[src/qkp_pkg.sv]
// shared types, codes and constants for the quadrature knob with press timing
package qkp_pkg;

  // result event codes
  localparam logic [2:0] EV_NONE  = 3'd0;
  localparam logic [2:0] EV_CW    = 3'd1;
  localparam logic [2:0] EV_CCW   = 3'd2;
  localparam logic [2:0] EV_SHORT = 3'd3;
  localparam logic [2:0] EV_LONG  = 3'd4;

  // register indexes, taken from paddr[2]
  localparam logic REG_DETENT = 1'b0;
  localparam logic REG_LONG   = 1'b1;

  // widths and reset values
  localparam int unsigned ACCUM_WIDTH_DEF = 16;
  localparam int unsigned DETENT_W        = 3;
  localparam int unsigned HOLD_W          = 16;
  localparam int unsigned ADDR_W          = 3;
  localparam int unsigned DATA_W          = 32;
  localparam logic [DETENT_W-1:0] DETENT_RST = 3'd2;
  localparam logic [HOLD_W-1:0]   LONG_RST   = 16'd1500;
  localparam logic [HOLD_W-1:0]   HOLD_MAX   = 16'hFFFF;

  // rotation decision handed to the key logic and the result mux
  typedef struct packed {
    logic cw;
    logic ccw;
  } rot_evt_t;

  // quadrature transition table: {prev, cur} -> +1, -1 or 0
  function automatic logic signed [1:0] phase_step(input logic [3:0] idx);
    logic signed [1:0] step;
    step = 2'sd0;
    case (idx) inside
      4'b0001, 4'b0111, 4'b1110, 4'b1000: step = 2'sd1;
      4'b0010, 4'b1011, 4'b1101, 4'b0100: step = -2'sd1;
      default: step = 2'sd0;
    endcase
    return step;
  endfunction

endpackage

[src/qkp_rot.sv]
// quadrature decode, saturating step accumulator and detent detection
module qkp_rot #(
  parameter int unsigned ACCUM_WIDTH = qkp_pkg::ACCUM_WIDTH_DEF
) (
  input  logic                          clk,
  input  logic                          rst,
  input  logic                          fire,
  input  logic                          primed,
  input  logic                          phase_a,
  input  logic                          phase_b,
  input  logic [qkp_pkg::DETENT_W-1:0]  steps_per_detent,
  output qkp_pkg::rot_evt_t             rot
);

  localparam int unsigned W = ACCUM_WIDTH;
  localparam logic signed [W:0] LIM = signed'({2'b00, {(W-1){1'b1}}});

  logic [1:0]                    prev_phase;
  logic signed [W-1:0]           step_accum;
  logic [1:0]                    cur_phase;
  logic [qkp_pkg::DETENT_W-1:0]  det_eff;
  logic signed [W-1:0]           det_s;
  logic signed [1:0]             step;
  logic signed [W:0]             sum;
  logic signed [W-1:0]           sat;
  logic signed [W-1:0]           step_accum_next;
  logic                          cw;
  logic                          ccw;

  assign cur_phase = {phase_a, phase_b};

  // detent size clamped to 1..4
  always_comb begin
    if (steps_per_detent == '0) begin
      det_eff = qkp_pkg::DETENT_W'(1);
    end else if (steps_per_detent > qkp_pkg::DETENT_W'(4)) begin
      det_eff = qkp_pkg::DETENT_W'(4);
    end else begin
      det_eff = steps_per_detent;
    end
  end
  assign det_s = signed'({{(W-qkp_pkg::DETENT_W){1'b0}}, det_eff});

  // accumulate with saturation, then check detent
  always_comb begin
    step = qkp_pkg::phase_step({prev_phase, cur_phase});
    sum  = {step_accum[W-1], step_accum} + {{(W-1){step[1]}}, step};
    if (sum > LIM) begin
      sat = LIM[W-1:0];
    end else if (sum < -LIM) begin
      sat = signed'(-LIM[W-1:0]);
    end else begin
      sat = sum[W-1:0];
    end
    cw  = primed && (sat >= det_s);
    ccw = primed && !cw && (sat <= -det_s);
    if (cw) begin
      step_accum_next = sat - det_s;
    end else if (ccw) begin
      step_accum_next = sat + det_s;
    end else begin
      step_accum_next = sat;
    end
  end

  assign rot.cw  = cw;
  assign rot.ccw = ccw;

  // state update once per processed beat
  always_ff @(posedge clk) begin
    if (rst) begin
      prev_phase <= '0;
      step_accum <= '0;
    end else if (fire) begin
      prev_phase <= cur_phase;
      if (primed) begin
        step_accum <= step_accum_next;
      end
    end
  end

endmodule

[src/qkp_key.sv]
// push key hold timer with short and long press detection
module qkp_key (
  input  logic                        clk,
  input  logic                        rst,
  input  logic                        fire,
  input  logic                        primed,
  input  logic                        key_down,
  input  logic                        ms_tick,
  input  qkp_pkg::rot_evt_t           rot,
  input  logic [qkp_pkg::HOLD_W-1:0]  long_press_limit,
  output logic [2:0]                  key_event,
  output logic [qkp_pkg::HOLD_W-1:0]  hold_ms
);

  logic                        key_held;
  logic                        long_fired;
  logic [qkp_pkg::HOLD_W-1:0]  hold_count;
  logic                        key_held_next;
  logic                        long_fired_next;
  logic [qkp_pkg::HOLD_W-1:0]  hold_count_next;

  always_comb begin
    key_held_next   = key_held;
    long_fired_next = long_fired;
    hold_count_next = hold_count;
    key_event       = qkp_pkg::EV_NONE;
    if (primed) begin
      // time runs while held, even on rotation beats
      if (key_held && ms_tick && hold_count != qkp_pkg::HOLD_MAX) begin
        hold_count_next = hold_count + qkp_pkg::HOLD_W'(1);
      end
      // key edges only when no rotation event
      if (!rot.cw && !rot.ccw) begin
        if (key_down && !key_held) begin
          key_held_next   = 1'b1;
          hold_count_next = '0;
          long_fired_next = 1'b0;
        end else if (key_down && key_held) begin
          if (!long_fired && hold_count_next >= long_press_limit) begin
            long_fired_next = 1'b1;
            key_event       = qkp_pkg::EV_LONG;
          end
        end else if (!key_down && key_held) begin
          key_held_next = 1'b0;
          if (!long_fired && hold_count_next < long_press_limit) begin
            key_event = qkp_pkg::EV_SHORT;
          end
        end
      end
    end
  end

  assign hold_ms = key_held_next ? hold_count_next : '0;

  always_ff @(posedge clk) begin
    if (rst) begin
      key_held   <= 1'b0;
      long_fired <= 1'b0;
      hold_count <= '0;
    end else if (fire) begin
      key_held   <= key_held_next;
      long_fired <= long_fired_next;
      hold_count <= hold_count_next;
    end
  end

endmodule

[src/quadrature_knob_with_press_timing.sv]
// top level: input register, decode and key logic, result register, register port
//
// Usage: each input beat is one sample of phase_a, phase_b, key_down and
// ms_tick, and gives exactly one result beat of event_res and hold_ms.
// event_res: 0 none, 1 clockwise, 2 counterclockwise, 3 short, 4 long press.
// Both channels use valid/stall; a beat moves when valid is high and
// stall is low.
// A beat accepted into the input register passes on to the result register
// and from there shows at out_valid; an output stall can hold it in between.
// Throughput: one beat per cycle while out_stall is low; the single
// decode/accumulate/key pass between the two registers sets that figure.
// A stall on the output holds the result register; the input register
// still takes one more beat, and in_stall rises only when both are full.
// Registers (APB, byte address 0: steps_per_detent, 4: long_press_limit) must
// be written only while the block is idle; the block does not enforce this.
// Reset clears all state: the first sample afterwards only captures A/B and
// reports no event with hold_ms 0. steps_per_detent resets to 2 and
// long_press_limit to 1500.
module quadrature_knob_with_press_timing #(
  parameter int unsigned ACCUM_WIDTH = qkp_pkg::ACCUM_WIDTH_DEF
) (
  input  logic                        clk,
  input  logic                        rst,
  // register port
  input  logic                        psel,
  input  logic                        penable,
  input  logic                        pwrite,
  input  logic [qkp_pkg::ADDR_W-1:0]  paddr,
  input  logic [qkp_pkg::DATA_W-1:0]  pwdata,
  output logic [qkp_pkg::DATA_W-1:0]  prdata,
  output logic                        pready,
  // input channel
  input  logic                        in_valid,
  output logic                        in_stall,
  input  logic                        phase_a,
  input  logic                        phase_b,
  input  logic                        key_down,
  input  logic                        ms_tick,
  // output channel
  output logic                        out_valid,
  input  logic                        out_stall,
  output logic [2:0]                  event_res,
  output logic [qkp_pkg::HOLD_W-1:0]  hold_ms
);

  logic [qkp_pkg::DETENT_W-1:0]  steps_per_detent;
  logic [qkp_pkg::HOLD_W-1:0]    long_press_limit;
  logic                          cfg_wr;

  logic                          s1_valid;
  logic                          s1_phase_a;
  logic                          s1_phase_b;
  logic                          s1_key_down;
  logic                          s1_ms_tick;
  logic                          primed;
  logic                          in_take;
  logic                          fire;

  qkp_pkg::rot_evt_t             rot;
  logic [2:0]                    key_event;
  logic [qkp_pkg::HOLD_W-1:0]    key_hold_ms;
  logic [2:0]                    event_res_next;

  // register port
  assign pready = 1'b1;
  assign cfg_wr = psel && penable && pwrite;

  always_ff @(posedge clk) begin
    if (rst) begin
      steps_per_detent <= qkp_pkg::DETENT_RST;
      long_press_limit <= qkp_pkg::LONG_RST;
    end else if (cfg_wr) begin
      unique case (paddr[2])
        qkp_pkg::REG_DETENT: steps_per_detent <= pwdata[qkp_pkg::DETENT_W-1:0];
        qkp_pkg::REG_LONG:   long_press_limit <= pwdata[qkp_pkg::HOLD_W-1:0];
        default: ;
      endcase
    end
  end

  always_comb begin
    unique case (paddr[2])
      qkp_pkg::REG_DETENT:
        prdata = {{(qkp_pkg::DATA_W-qkp_pkg::DETENT_W){1'b0}}, steps_per_detent};
      qkp_pkg::REG_LONG:
        prdata = {{(qkp_pkg::DATA_W-qkp_pkg::HOLD_W){1'b0}}, long_press_limit};
      default: prdata = '0;
    endcase
  end

  // handshake: process when the result register is free or draining
  assign fire     = s1_valid && (!out_valid || !out_stall);
  assign in_stall = s1_valid && !fire;
  assign in_take  = in_valid && !in_stall;

  // input register
  always_ff @(posedge clk) begin
    if (rst) begin
      s1_valid <= 1'b0;
    end else if (in_take) begin
      s1_valid <= 1'b1;
    end else if (fire) begin
      s1_valid <= 1'b0;
    end
  end

  always_ff @(posedge clk) begin
    if (in_take) begin
      s1_phase_a  <= phase_a;
      s1_phase_b  <= phase_b;
      s1_key_down <= key_down;
      s1_ms_tick  <= ms_tick;
    end
  end

  // first processed sample only primes the phase history
  always_ff @(posedge clk) begin
    if (rst) begin
      primed <= 1'b0;
    end else if (fire) begin
      primed <= 1'b1;
    end
  end

  qkp_rot #(
    .ACCUM_WIDTH(ACCUM_WIDTH)
  ) u_rot (
    .clk              (clk),
    .rst              (rst),
    .fire             (fire),
    .primed           (primed),
    .phase_a          (s1_phase_a),
    .phase_b          (s1_phase_b),
    .steps_per_detent (steps_per_detent),
    .rot              (rot)
  );

  qkp_key u_key (
    .clk              (clk),
    .rst              (rst),
    .fire             (fire),
    .primed           (primed),
    .key_down         (s1_key_down),
    .ms_tick          (s1_ms_tick),
    .rot              (rot),
    .long_press_limit (long_press_limit),
    .key_event        (key_event),
    .hold_ms          (key_hold_ms)
  );

  // rotation wins over key events
  always_comb begin
    if (rot.cw) begin
      event_res_next = qkp_pkg::EV_CW;
    end else if (rot.ccw) begin
      event_res_next = qkp_pkg::EV_CCW;
    end else begin
      event_res_next = key_event;
    end
  end

  // result register
  always_ff @(posedge clk) begin
    if (rst) begin
      out_valid <= 1'b0;
    end else if (fire) begin
      out_valid <= 1'b1;
    end else if (!out_stall) begin
      out_valid <= 1'b0;
    end
  end

  always_ff @(posedge clk) begin
    if (fire) begin
      event_res <= event_res_next;
      hold_ms   <= key_hold_ms;
    end
  end

endmodule

[config.mk]
export PLATFORM = sky130hd
export DESIGN_NAME = quadrature_knob_with_press_timing
export DESIGN_NICKNAME = d
export VERILOG_FILES = /design/src/qkp_pkg.sv /design/src/qkp_rot.sv /design/src/qkp_key.sv /design/src/quadrature_knob_with_press_timing.sv
export SDC_FILE = /design/constraint.sdc
export NUM_CORES = 1
export LEC_CHECK = 0
export BUFFER_PORTS_ARGS = -buffer_cell sky130_fd_sc_hd__buf_2
export CORE_ASPECT_RATIO = 0.75
export CORE_UTILIZATION = 59
export DETAILED_ROUTE_END_ITERATION = 16
export PLACE_DENSITY = 0.89
export SLEW_MARGIN = 20
export SYNTH_ARGS = -nofsm -noshare
export SYNTH_HDL_FRONTEND = slang
export SYNTH_SLANG_ARGS = --single-unit
[constraint.sdc]
create_clock -name clk -period 7.3 [get_ports clk]
set_input_delay 0 -clock clk [delete_from_list [all_inputs] [get_ports clk]]
set_output_delay 0 -clock clk [all_outputs]
set_load 0.02 [all_outputs]
==> summary.md, run 1 <==
| Metric | Value |
|---|---|
| Run status | completed |
| Worst-Skew Late Latency | ~0.35 ns |
| Chip width | roughly 130 um |
| Vias in the first global route | 6461 |
| Placer Congestion | 0.9921 |
| CTS tree | yes |
| I/O Buffers | 64 |
| Mapped cell area | between 6000 and 7000 um^2 |
| Via-to-Cell Ratio | 6.428 |
| Overall power | about 1.5 mW |
| P&R area growth vs syn | 14.60% |
| Crit path time final | roughly 7.2 ns |
| Initial antenna violation count | 0 |
| Worst Path Class, Setup | reg2reg |
| Slew @ Worst Pin | ~1.1 ns |
| Xor and xnor area share after synthesis | 4.149% |
| Maxcap violations | 0 |
| Via Count | between 7000 and 8000 |
| Most common cell on crit path | ha_1 |
| Layout cells sized above 1 | between 10% and 20% |
| Setup_tns | 0 ns |
| Sequential share of the synthesized area | a little over a quarter |
| Largest family of logic cells by synthesized area | simple AND/OR/NAND/NOR gates |
| Total die area | 12250 um^2 |
| Fin Hold WS | ~0.14 ns |
| GRT overflow | 0 |
| Pwr Density | about 190 nW/um^2 |
| Yosys warns | 0 |
| Synth Area in Compound Gates | 23.40% |
| Num CTS Buffers | 9 |
| Critical-path cell list | xnor2_2, xnor2_1, ha_1, fa_2, a211oi_4, o21ai_0, xor2_1, a311o_2, nor4b_4, a41o_1, and2_2, o21ai_1, ha_1, and3_1, nand4_1, nor4_1, buf_4, or4b_2, o2111ai_1, a2111o_1, a211oi_2, o211ai_1, a21o_1, a311oi_2 |
| Period utilization | 98.55% |
| Clk network pwr share | 31.4% |
| R2R setup slack | around 0.11 ns |
| Critical Path Source Type | flop |
| Root buf cell | clkbuf_16 |
| Syn Inst Count | approximately 890 |
| Global-route usage over all layers | 33.56% |
| WL final | between 20000 and 25000 um |
| IO Pins | 100 |
| N_diodes | 0 |
| VDD IR max | ~180 uV |
| Required time worst endpoint | roughly 7.6 ns |
| Clock transition at path regs | roughly 0.060 ns |
| Post-synthesis mux area share | between 2 and 2.5% |
| Hold Fails Final Rpt | 0 |
| Synth Area per Inst | between 7 and 8 um^2 |
| Library cells used by synthesis | 83 |
| Leakage | between 3 and 4 nW |
| Largest net degree at the start of global routing | 60 |
| Filler cells | slightly above 800 |
| Initial cell density of the core | between 60 and 70% |
| Critical Path Max Stage Delay | 0.54 ns |
| Setup crit end | u_rot.step_accum[14] |
| Launch point of the worst path | s1_phase_a |
| Worst setup EP type | flop |
| Worst Hold Class | in2reg |
| Post-Layout Inst Area | about 8000 um^2 |
| Combinational Power Share | between 30% and 40% |
| Commonest cells after routing, fill and taps aside | nand2_1 (98), nor2_1 (86), a21oi_1 (69) |
| Worst-path fanout max | 7 |
| EDFF count, synth | 23 |
| Post-synth ARST share | 0% |
| Reg-to-reg endpoint | u_rot.step_accum[14] |
| Final Net Count | between 1000 and 1500 |
| Placed inst area | 7355 um^2 |
| Detailed Routing Iterations Pass 1 | 6 |
| Slew margin rel. | a little over a quarter |
| Initial drt markers | 1133 |
| Crit path DAT | between 7 and 8 ns |
| Clock tree buffer depth | 2 |
| Psw | 0.5606 mW |
| Area of the multi-input gates | 4750 um^2 |
| Clk sinks | between 80 and 90 |
| Pint | slightly above 0.9 mW |
| Slowest-stage cell, CP | a2111o_1 |
| Most common cell after layout, fill and taps aside | nand2_1 |
| Sw frac | between 30% and 40% |
| Worst r2r src | s1_phase_a |
| # H-tree levels | 3 |
| Worst Clk Skew | 0.01001 ns |
| Core area | 11190 um^2 |
| Main synth FF type | dfxtp_1 |
| Max Clock Freq | between 100 and 150 MHz |
| # DRC | 0 |
| Die Ht | between 90 and 100 um |
| Detailed Place HPWL | between 10000 and 15000 um |
| Final cell count without fillers | ~1100 |
| Rows | 33 |
| Final setup fails | 0 |
| Max Slew Vio Count | 0 |
| Yosys reg bits | 81 |
| Sequential share of power | between 30% and 40% |
| FF/Latch Area | roughly 1900 um^2 |
| R2R depth | 24 |
| Placed cells | 1078 |
| Area fraction in and, or, nand and nor cells after synthesis | approximately 24% |
| Post-Synth Adder-Cell Area | between 10% and 20% |
| WL/cell | 18.55 um |
| First-pass GRT wire length | 32240 um |
| Detail Route Antenna Nets | 0 |
==> power by group through the flow <==
stage                     Sequential (mW)  Combinational, mW  Clock (mW)
after detailed placement            0.498              0.479           0
final                               0.490              0.535       0.469
after global routing                0.491              0.576       0.488
after CTS                           0.488              0.496       0.467
after floorplan                     0.500              0.357           0
after global placement              0.497              0.467           0
==> repair_timing <==
item	4_1_cts	5_1_grt
hold buffers	22	0
buffers inserted	0	2
resized for setup	4	14
endpoints found under the setup margin	6	50
pin swaps	0	2
hold endpoints to repair	25	0
gates cloned	0	0
==> stage by stage <==
stage	setup slack, ns	utilization [%]
CTS	0.03095	70.55
floorplan	0.7939	-
global route	-0.03251	71.35
finish	0.1057	71.35
detailed placement	-0.04361	65.73
global placement	0.2047	65.73
==> routing by layer <==
| layer | share of wire (%) | vias up | track usage (%) | wire, um |
|---|---|---|---|---|
| li1 | - | 3317 | - | - |
| met1 | 42 | 3296 | 47.69 | 8805 |
| met2 | 42 | 520 | 48.41 | 8694 |
| met3 | 13 | 54 | 10.39 | 2764 |
| met4 | 2.3 | 0 | 9.921 | 469 |
| met5 | 0 | - | 0 | 0 |
==> registers in the layout, summed over array words and instances, names as in the netlist <==
signal and cells:
s1_key_down 1, u_key.hold_count 16, event_res 3, hold_ms 16, primed 1, s1_valid 1, u_rot.step_accum 16, u_key.key_held 1
long_press_limit 16, s1_ms_tick 1, s1_phase_b 1, u_key.long_fired 1, steps_per_detent 3, s1_phase_a 1, u_rot.prev_phase 2, out_valid 1
==> cell type report <==
type	count	share of cell area, %
multi-input combinational	710	59.49
sequential	81	23.19
timing repair buffer	106	8.807
clock buffer	9	2.821
tap	157	2.460
inverter	48	2.257
clock inverter	7	0.9716
==> synth_stat cells (all sizes together), types with 3 or more instances <==
cell | n | area share [%]
mux2 | 3 | 0.48
o21ai | 43 | 3.2
o31ai | 3 | 0.32
ha | 56 | 10
o211ai | 10 | 1.2
fa | 3 | 0.86
nor3 | 15 | 1.1
clkbuf | 39 | 2.1
edfxtp | 23 | 9.9
nand3 | 33 | 2.4
nor2b | 7 | 0.63
nor2 | 88 | 4.7
nor4 | 10 | 1.1
a21boi | 5 | 0.54
a211oi | 19 | 2.5
and2 | 18 | 1.6
a311oi | 5 | 0.72
o211a | 3 | 0.43
and3 | 12 | 1.1
a221o | 4 | 0.57
a2111oi | 4 | 0.77
a21o | 12 | 1.3
nand2b | 5 | 0.45
dfxtp | 58 | 17
o22ai | 4 | 0.36
a21oi | 71 | 5.2
nand3b | 6 | 0.65
nor4b | 4 | 0.59
nand2 | 98 | 5.3
nand4 | 18 | 1.8
or3 | 6 | 0.54
and4 | 7 | 0.88
inv | 47 | 2.5
buf | 31 | 2.9
xor2 | 9 | 1.1
or4b | 3 | 0.43
maj3 | 4 | 0.57
a211o | 12 | 1.5
xnor2 | 24 | 3.0
a22oi | 7 | 0.75
mux2i | 12 | 1.9
a31oi | 13 | 1.2
==> worst min path at each step <==
stage / depth (start not counted) / end / from / slack, ns
after CTS: 3 / steps_per_detent[1] / pwrite / 0.14
after global routing: 3 / steps_per_detent[1] / pwrite / 0.17
after global placement: 1 / s1_key_down / key_down / 0.18
after detailed placement: 1 / s1_phase_b / phase_b / 0.18
final: 3 / steps_per_detent[1] / pwrite / 0.14
after floorplan: 0 / s1_key_down / key_down / 0.1
==> worst max-delay path, delay by kind of cell, from the launching register on <==
kind | cells | cell delay, ns
AOI/OAI and AO/OA | 11 | 3.18
and+or+nand+nor | 6 | 1.53
DFF | 1 | 0.45
buffers and inverters | 1 | 0.21
xor gates and xnor gates | 3 | 0.66
adders and majority gates | 3 | 1.04
==> logic make-up after synthesis <==
logic type / after synthesis
AND/OR/NAND/NOR: 339
multiplexers: 15
flip-flops: 81
XOR/XNOR: 33
AO/OA/AOI/OAI: 236
buffers and inverters: 118
adder cells (fa/ha/maj): 63
other: 2
No activity file was read; power rests on OpenSTA's default activity.
==> inputs of run 2 (changes only) <==
--- a/config.mk
+++ b/config.mk
@@ -9,8 +9,10 @@
 export CORE_ASPECT_RATIO = 0.75
 export CORE_UTILIZATION = 59
 export DETAILED_ROUTE_END_ITERATION = 16
-export PLACE_DENSITY = 0.89
-export SLEW_MARGIN = 20
+export PLACE_DENSITY = 0.88
+export SKIP_LAST_GASP = 1
+export SLEW_MARGIN = 10
 export SYNTH_ARGS = -nofsm -noshare
 export SYNTH_HDL_FRONTEND = slang
+export SYNTH_HIERARCHICAL = 1
 export SYNTH_SLANG_ARGS = --single-unit
==> summary.md, run 2 <==
| Metric | Value |
|---|---|
| Slew @ Worst Pin | 1.042 ns (-0.05721 ns) |
| Hold Fails Final Rpt | 0 (unchanged) |
| Core area | 11910 um^2 (+6.5%) |
| Via-to-Cell Ratio | 6.453 (+0.39%) |
| Library cells used by synthesis | 87 (+4.8%) |
| RSZ-0062 raised after global routing | yes |
| Clock tree buffer depth | 2 (unchanged) |
| Worst Clk Skew | 0.007807 ns (-0.002200 ns) |
| Max Slew Vio Count | 0 (unchanged) |
| Period utilization | 96.76% (-1.8 points) |
| # DRC | 0 (unchanged) |
| Commonest cells post-synth | nor2_1 (67), nand2_1 (65), dfxtp_1 (58) |
| WL final | 21520 um (+3.8%) |
| Initial drt markers | 899 (-21%) |
| Overall power | 1.411 mW (-5.6%) |
| P&R area growth vs syn | 15.45% |
| Die Ht | 98.89 um (+2.9%) |
| IO Pins | 100 (unchanged) |
| Crit path time final | 7.064 ns (-0.1306 ns) |
| Initial cell density of the core | 62.00% (-0.27 points) |
| Worst Path Class, Setup | reg2reg |
| Worst setup EP type | flop |
| Placer Congestion | 0.9451 (-4.7%) |
| Max Clock Freq | 141.6 MHz (+1.8%) |
| Final Net Count | 1103 (+4.0%) |
| Setup_tns | 0 ns (unchanged) |
| CTS tree | yes |
| Worst Hold Class | in2reg |
| Syn Inst Count | 903 (+1.8%) |
| GR Util met2 | 47.71% (-0.70 points) |
| N_diodes | 0 (unchanged) |
| Clock transition at path regs | 0.07 ns (about the same) |
| Run status | completed |
| Critical Path Max Stage Delay | 0.56 ns (+0.02 ns) |
| Largest net degree at the start of global routing | 62 (+3.3%) |
| Fin Hold WS | 0.1478 ns (+0.01089 ns) |
| Most common cell after layout, fill and taps aside | nor2_1 |
| Mapped cell area | 7385 um^2 (+6.0%) |
| Final core area utilization | 71.58% (+0.22 points) |
| Chip width | 131.2 um (+2.9%) |
| Root buf cell | clkbuf_16 |
| Worst-path fanout max | 5 (-2) |
| Final setup fails | 0 (unchanged) |
| Main synth FF type | dfxtp_1 |
| Fin worst setup slack | 0.2363 ns (+0.1306 ns) |
| Leakage | 3.637 nW (+8.5%) |
| Maxcap violations | 0 (unchanged) |
| GRT overflow | 0 (unchanged) |
| Initial antenna violation count | 0 (unchanged) |
| Top cells by area, synth | dfxtp_1 (16%), ha_1 (9.5%), edfxtp_1 (9.4%), nor2_1 (3.4%), mux2i_1 (3.4%) |
| First-pass GRT wire length | 33820 um (+4.9%) |
| Clk sinks | 81 (unchanged) |
| Slowest-stage cell, CP | or4_1 |
| Via Count | 7518 (+4.6%) |
| Commonest cells after routing, fill and taps aside | nor2_1 (66), nand2_1 (65), buf_2 (64) |
| Vias in the first global route | 6560 (+1.5%) |
| I/O Buffers | 64 (unchanged) |
| Dpl ws | 0.1687 ns (+0.2123 ns) |
| Slew margin rel. | 29.91% (+3.3 points) |
| Detailed Routing Iterations Pass 1 | 6 (unchanged) |
| Yosys reg bits | 81 (unchanged) |
| VDD IR max | 162.1 uV (-9.9%) |
| Worst-Skew Late Latency | 0.34 ns (about the same) |
| Post-Layout Inst Area | 8526 um^2 (+6.8%) |
| Final cell count without fillers | 1165 (+4.2%) |
| Most frequent cell after synthesis | nor2_1 |
| Placed inst area | 7916 um^2 (+7.6%) |
| Detailed Place HPWL | 14950 um (+5.4%) |
| Area share of the leading cell type in the synthesized netlist | 15.72% (-0.94 points) |
| Sequential share of the synthesized area | 25.08% (-1.5 points) |
| Detail Route Antenna Nets | 0 (unchanged) |
| Crit path DAT | 7.26 ns (-0.19 ns) |
| Routing usage on met3 | 9.619% (-0.78 points) |
| Most common cell on crit path | buf_4 |
| Yosys warns | 6 (+6) |
| WL/cell | 18.47 um (-0.40%) |
| # H-tree levels | 3 (unchanged) |
| Required time worst endpoint | 7.50 ns (-0.05 ns) |
| Met1 Use GR | 46.16% (-1.5 points) |
| GRT busiest layer | met2 |
| EDFF count, synth | 23 (unchanged) |
| Rows | 34 (+3.0%) |
| Global-route usage over all layers | 32.80% (-0.76 points) |
| Total die area | 12970 um^2 (+5.9%) |
| Area leader, netlist | dfxtp_1 |
| Pwr Density | 165.5 nW/um^2 (-12%) |
| Layout cells sized above 1 | 16.25% (+1.9 points) |
| Num CTS Buffers | 9 (unchanged) |
| Post-synth ARST share | 0% (unchanged) |
| Synth Area per Inst | 8.178 um^2 (+4.1%) |
| Critical Path Source Type | flop |
| Placed cells | 1124 (+4.3%) |
[run 2: cell count changes after synthesis, moves of 8 or more]
cell | previous run | this run
a21oi_1 | 69 | 49
o21a_1 | 1 | 11
mux2i_1 | 11 | 25
nand2_1 | 98 | 65
nand3_1 | 33 | 23
clkbuf_1 | 39 | 26
nor2_1 | 88 | 67
o21ai_0 | 34 | 42
a211o_1 | 12 | 4
nand2b_1 | 5 | 28
maj3_1 | 4 | 14
a21o_1 | 12 | 21
o31ai_1 | 3 | 11
or4_1 | 2 | 12
[run 2: power by group]
part           internal [mW]  switching [mW]
logic                  0.178           0.276
registers              0.474          0.0104
clock network          0.268           0.203
total                  0.921           0.490
[run 2: critical path: cells and delay by family, from the launching register on]
| kind | cells | cell delay (ns) |
|---|---|---|
| simple gates | 13 | 2.36 |
| compound gates | 6 | 1.38 |
| fa+ha+maj | 4 | 1.30 |
| buf+inv | 7 | 1.00 |
| xor+xnor | 2 | 0.43 |
| flops | 1 | 0.43 |
[run 2: layout make-up]
cell class	count	area (um^2)
inverters	52	195.2
multi-input cells	724	5089
well taps	162	202.7
clock inverters	7	76.32
repair buffers	130	885.9
flip-flops and latches	81	1852
clock buffers	9	225.2
fillers	905	3386
[run 2: path summary, 6_finish.rpt]
kind	start	endpoint	slack, ns	depth (start not counted)
worst min register to register	u_rot/step_accum[3]	u_rot/step_accum[3]	0.46	2
worst min-delay path	penable	steps_per_detent[1]	0.15	3
worst max register to register	s1_phase_b	event_res[1]	0.24	32
worst max-delay path	s1_phase_b	event_res[1]	0.24	32
[run 2: kinds of logic (layout without fill, tap and decap cells)]
group | count (synthesis) | in the layout | synth area share (%)
AO/OA/AOI/OAI | 239 | 239 | 22.64
adder cells (fa/ha/maj) | 73 | 73 | 12.20
XOR/XNOR | 33 | 33 | 3.914
AND/OR/NAND/NOR | 326 | 326 | 23.91
multiplexers | 29 | 29 | 3.999
buffers and inverters | 119 | 198 | 8.116
other | 3 | 24 | 0.1525
flip-flops | 81 | 81 | 25.08
[run 2: per-layer routing]
metal / part of all wire, % / wire length [um] / vias up
li1: - / - / 3502
met1: 44 / 9453 / 3429
met2: 41 / 8764 / 517
met3: 13 / 2694 / 70
met4: 2.8 / 605 / 0
met5: 0 / 0 / -
[run 2: timing repair]
action	4_1_cts	5_1_grt
resized for setup	0	14
endpoints found under the setup margin	0	37
endpoints found under the hold margin	25	0
buffers inserted	0	2
hold buffers	23	0
==> inputs of run 3 (changes only) <==
--- a/config.mk
+++ b/config.mk
@@ -5,11 +5,12 @@
 export SDC_FILE = /design/constraint.sdc
 export NUM_CORES = 1
 export LEC_CHECK = 0
+export ABC_AREA = 1
 export BUFFER_PORTS_ARGS = -buffer_cell sky130_fd_sc_hd__buf_2
 export CORE_ASPECT_RATIO = 0.75
-export CORE_UTILIZATION = 59
+export CORE_UTILIZATION = 47
 export DETAILED_ROUTE_END_ITERATION = 16
-export PLACE_DENSITY = 0.88
+export PLACE_DENSITY = 0.74
 export SKIP_LAST_GASP = 1
 export SLEW_MARGIN = 10
 export SYNTH_ARGS = -nofsm -noshare
==> summary.md, run 3 <==
| Metric | Value |
|---|---|
| IO Pins | 100 (unchanged) |
| # DRC | 0 (unchanged) |
| Fin worst setup slack | 0.9263 ns (+0.6900 ns) |
| WL final | 21410 um (-0.52%) |
| Hold Fails Final Rpt | 0 (unchanged) |
| Required time worst endpoint | 7.45 ns (-0.05 ns) |
| Slowest-stage cell, CP | a21oi_1 |
| Total die area | 16760 um^2 (+29%) |
| Area leader, netlist | nand2_1 |
| VDD IR max | 100.9 uV (-38%) |
| Worst setup EP type | flop |
| R2R setup slack | 0.93 ns (+0.69 ns) |
| Slew margin rel. | 30.65% (+0.74 points) |
| Clk sinks | 81 (unchanged) |
| Largest net degree at the start of global routing | 43 (-31%) |
| Area of the multi-input gates | 4803 um^2 (-5.6%) |
| Final Net Count | 1407 (+28%) |
| Initial antenna violation count | 1 (+1) |
| Post-synth ARST share | 0% (unchanged) |
| CTS tree | yes |
| Synth Area per Inst | 6.221 um^2 (-24%) |
| Detailed Place HPWL | 15780 um (+5.6%) |
| Sw frac | 39.41% (+4.7 points) |
| Clk network pwr share | 32.2% (-1.2 points) |
| Critical Path Source Type | flop |
| Crit path time final | 6.374 ns (-0.6900 ns) |
| I/O Buffers | 64 (unchanged) |
| Max Slew Vio Count | 0 (unchanged) |
| Run status | completed |
| WL/cell | 14.16 um (-23%) |
| Vias in the first global route | 7002 (+6.7%) |
| Global-route usage over all layers | 26.16% (-6.6 points) |
| Pint | 0.9962 mW (+8.2%) |
| Initial drt markers | 856 (-4.8%) |
| Hold depth | 4 (+1) |
| Most common cell on crit path | nor2_1 |
| Slew @ Worst Pin | 1.039 ns (-0.002661 ns) |
| Pwr Density | 191.9 nW/um^2 (+16%) |
| Crit path DAT | 6.52 ns (-0.74 ns) |
| Worst-Skew Late Latency | 0.35 ns (about the same) |
| Commonest cells post-synth | nand2_1 (373), inv_1 (178), nor2_1 (128) |
| Mapped cell area | 7634 um^2 (+3.4%) |
| Period utilization | 87.31% (-9.5 points) |
| Maxcap violations | 0 (unchanged) |
| # H-tree levels | 3 (unchanged) |
| Commonest cells after routing, fill and taps aside | nand2_1 (373), inv_1 (178), nor2_1 (128) |
| Core area | 15570 um^2 (+31%) |
| Worst Clk Skew | 0.01200 ns (+0.004192 ns) |
| GRT overflow | 0 (unchanged) |
| Worst Path Class, Setup | reg2reg |
| Psw | 0.6479 mW (+32%) |
| Clock transition at path regs | 0.07 ns (about the same) |
| Initial cell density of the core | 49.04% (-13 points) |
| Most frequent cell after synthesis | nand2_1 |
| Final setup fails | 0 (unchanged) |
| Setup_tns | 0 ns (unchanged) |
| Final core area utilization | 55.04% (-17 points) |
| Combinational Power Share | 37.2% (+5.0 points) |
| Rows | 39 (+15%) |
| Top cells by area, synth | nand2_1 (18%), dfxtp_1 (15%), ha_1 (9.2%), edfxtp_1 (9.0%), inv_1 (8.8%) |
| Sequential share of the synthesized area | 24.26% (-0.82 points) |
| N_diodes | 0 (unchanged) |
| Max Clock Freq | 156.9 MHz (+11%) |
| Yosys warns | 6 (unchanged) |
| EDFF count, synth | 23 (unchanged) |
| Yosys reg bits | 81 (unchanged) |
| First-pass GRT wire length | 34620 um (+2.4%) |
| P&R area growth vs syn | 12.23% |
| Critical Path Max Stage Delay | 0.55 ns (about the same) |
| Library cells used by synthesis | 53 (-39%) |
| Fin Hold WS | 0.04543 ns (-0.1024 ns) |
| FF/Latch Area | 1852 um^2 (unchanged) |
| Placer Congestion | 0.9334 (-1.2%) |
| R2R depth | 27 (-16%) |
| Via-to-Cell Ratio | 5.249 (-19%) |
| Main synth FF type | dfxtp_1 |
| Post_cts resized | 0 (unchanged) |
| Most common cell after layout, fill and taps aside | nand2_1 |
| Layout cells sized above 1 | 11.17% (-5.1 points) |
| Area share of the leading cell type in the synthesized netlist | 18.34% (+2.6 points) |
| Via Count | 7937 (+5.6%) |
| Root buf cell | clkbuf_16 |
| Clock tree buffer depth | 2 (unchanged) |
| Leakage | 4.645 nW (+28%) |
| Filler cells | 1563 (+73%) |
| Syn Inst Count | 1227 (+36%) |
| Num CTS Buffers | 9 (unchanged) |
| Worst Hold Class | in2reg |
| Worst-path fanout max | 16 (+11) |
| Detailed Routing Iterations Pass 1 | 8 (+2) |
| Die Ht | 112.4 um (+14%) |
| Chip width | 149.2 um (+14%) |
| Sequential share of power | 30.6% (-3.7 points) |
| Detail Route Antenna Nets | 0 (unchanged) |
| RSZ-0062 raised after global routing | no |
| Dpl ws | 1.075 ns (+0.9059 ns) |
-- run 3: cell count changes in the layout (fill, tap and decap cells not counted), sizes merged, moves of 25 or more --
cell and change:
buf -37, mux2i -25, inv +138, nor2 +67
a21oi +25, nand2b -28, nand3 +106, nand2 +325
-- run 3: routing by layer --
| layer | GRT usage [%] | vias up | wire length [um] |
|---|---|---|---|
| met5 | 0 | - | 0 |
| met4 | 5.714 | 0 | 200 |
| met3 | 7.927 | 20 | 2527 |
| met2 | 36.09 | 367 | 8500 |
| met1 | 39.24 | 3550 | 10180 |
| li1 | - | 4000 | - |
-- run 3: worst max-delay path: cells and delay by family (launching register included) --
kind / cells / cell delay (ns)
XOR/XNOR: 2 / 0.47
buffers and inverters: 5 / 1.18
flip-flops: 1 / 0.40
adder cells (fa/ha/maj): 2 / 0.86
AO/OA/AOI/OAI: 5 / 1.31
AND/OR/NAND/NOR: 13 / 1.92
-- run 3: layout make-up --
cell class              count  area share [%]
clock buffers              11           2.965
well taps                 205           2.994
repair buffers             92           6.835
inverters                 194           8.529
clock inverters             5          0.9931
multi-input cells         924           56.07
flip-flops and latches     81           21.62
-- run 3: logic make-up (layout without fill, tap and decap cells) --
family	count (synthesis)	in the layout	synth area share, %
buffers and inverters	243	302	13.85
DFF	81	81	24.26
other	3	24	0.1475
AOI/OAI and AO/OA	110	110	8.147
adders and majority gates	59	59	9.966
xor gates and xnor gates	20	20	2.639
and+or+nand+nor	711	711	40.99
-- run 3: power by group through the flow --
stage | clock network (mW) | logic, mW | registers (mW)
2_1_floorplan | 0 | 0.452 | 0.510
3_3_place_gp | 0 | 0.575 | 0.512
3_5_place_dp | 0 | 0.580 | 0.512
4_1_cts | 0.537 | 0.593 | 0.502
5_1_grt | 0.554 | 0.684 | 0.505
6_report | 0.529 | 0.612 | 0.503
-- run 3: final timing paths --
| kind | startpoint | endpoint |
|---|---|---|
| max | s1_phase_a | hold_ms[2] |
| max reg2reg | s1_phase_a | hold_ms[2] |
| min reg2reg | s1_valid | out_valid |
| min | penable | steps_per_detent[1] |
-- run 3: what timing repair did --
action	4_1_cts	5_1_grt
buffers inserted	0	0
endpoints found under the hold margin	24	0
hold buffers	22	0
endpoints found under the setup margin	0	0
-- run 3: through the flow --
stage	power, mW	area [um^2]	instances
2_1_floorplan	0.9621	7712	1248
3_3_place_gp	1.087	8008	1474
3_5_place_dp	1.093	8008	1474
4_1_cts	1.632	8567	1512
5_1_grt	1.743	8567	1512
6_report	1.644	8567	1512
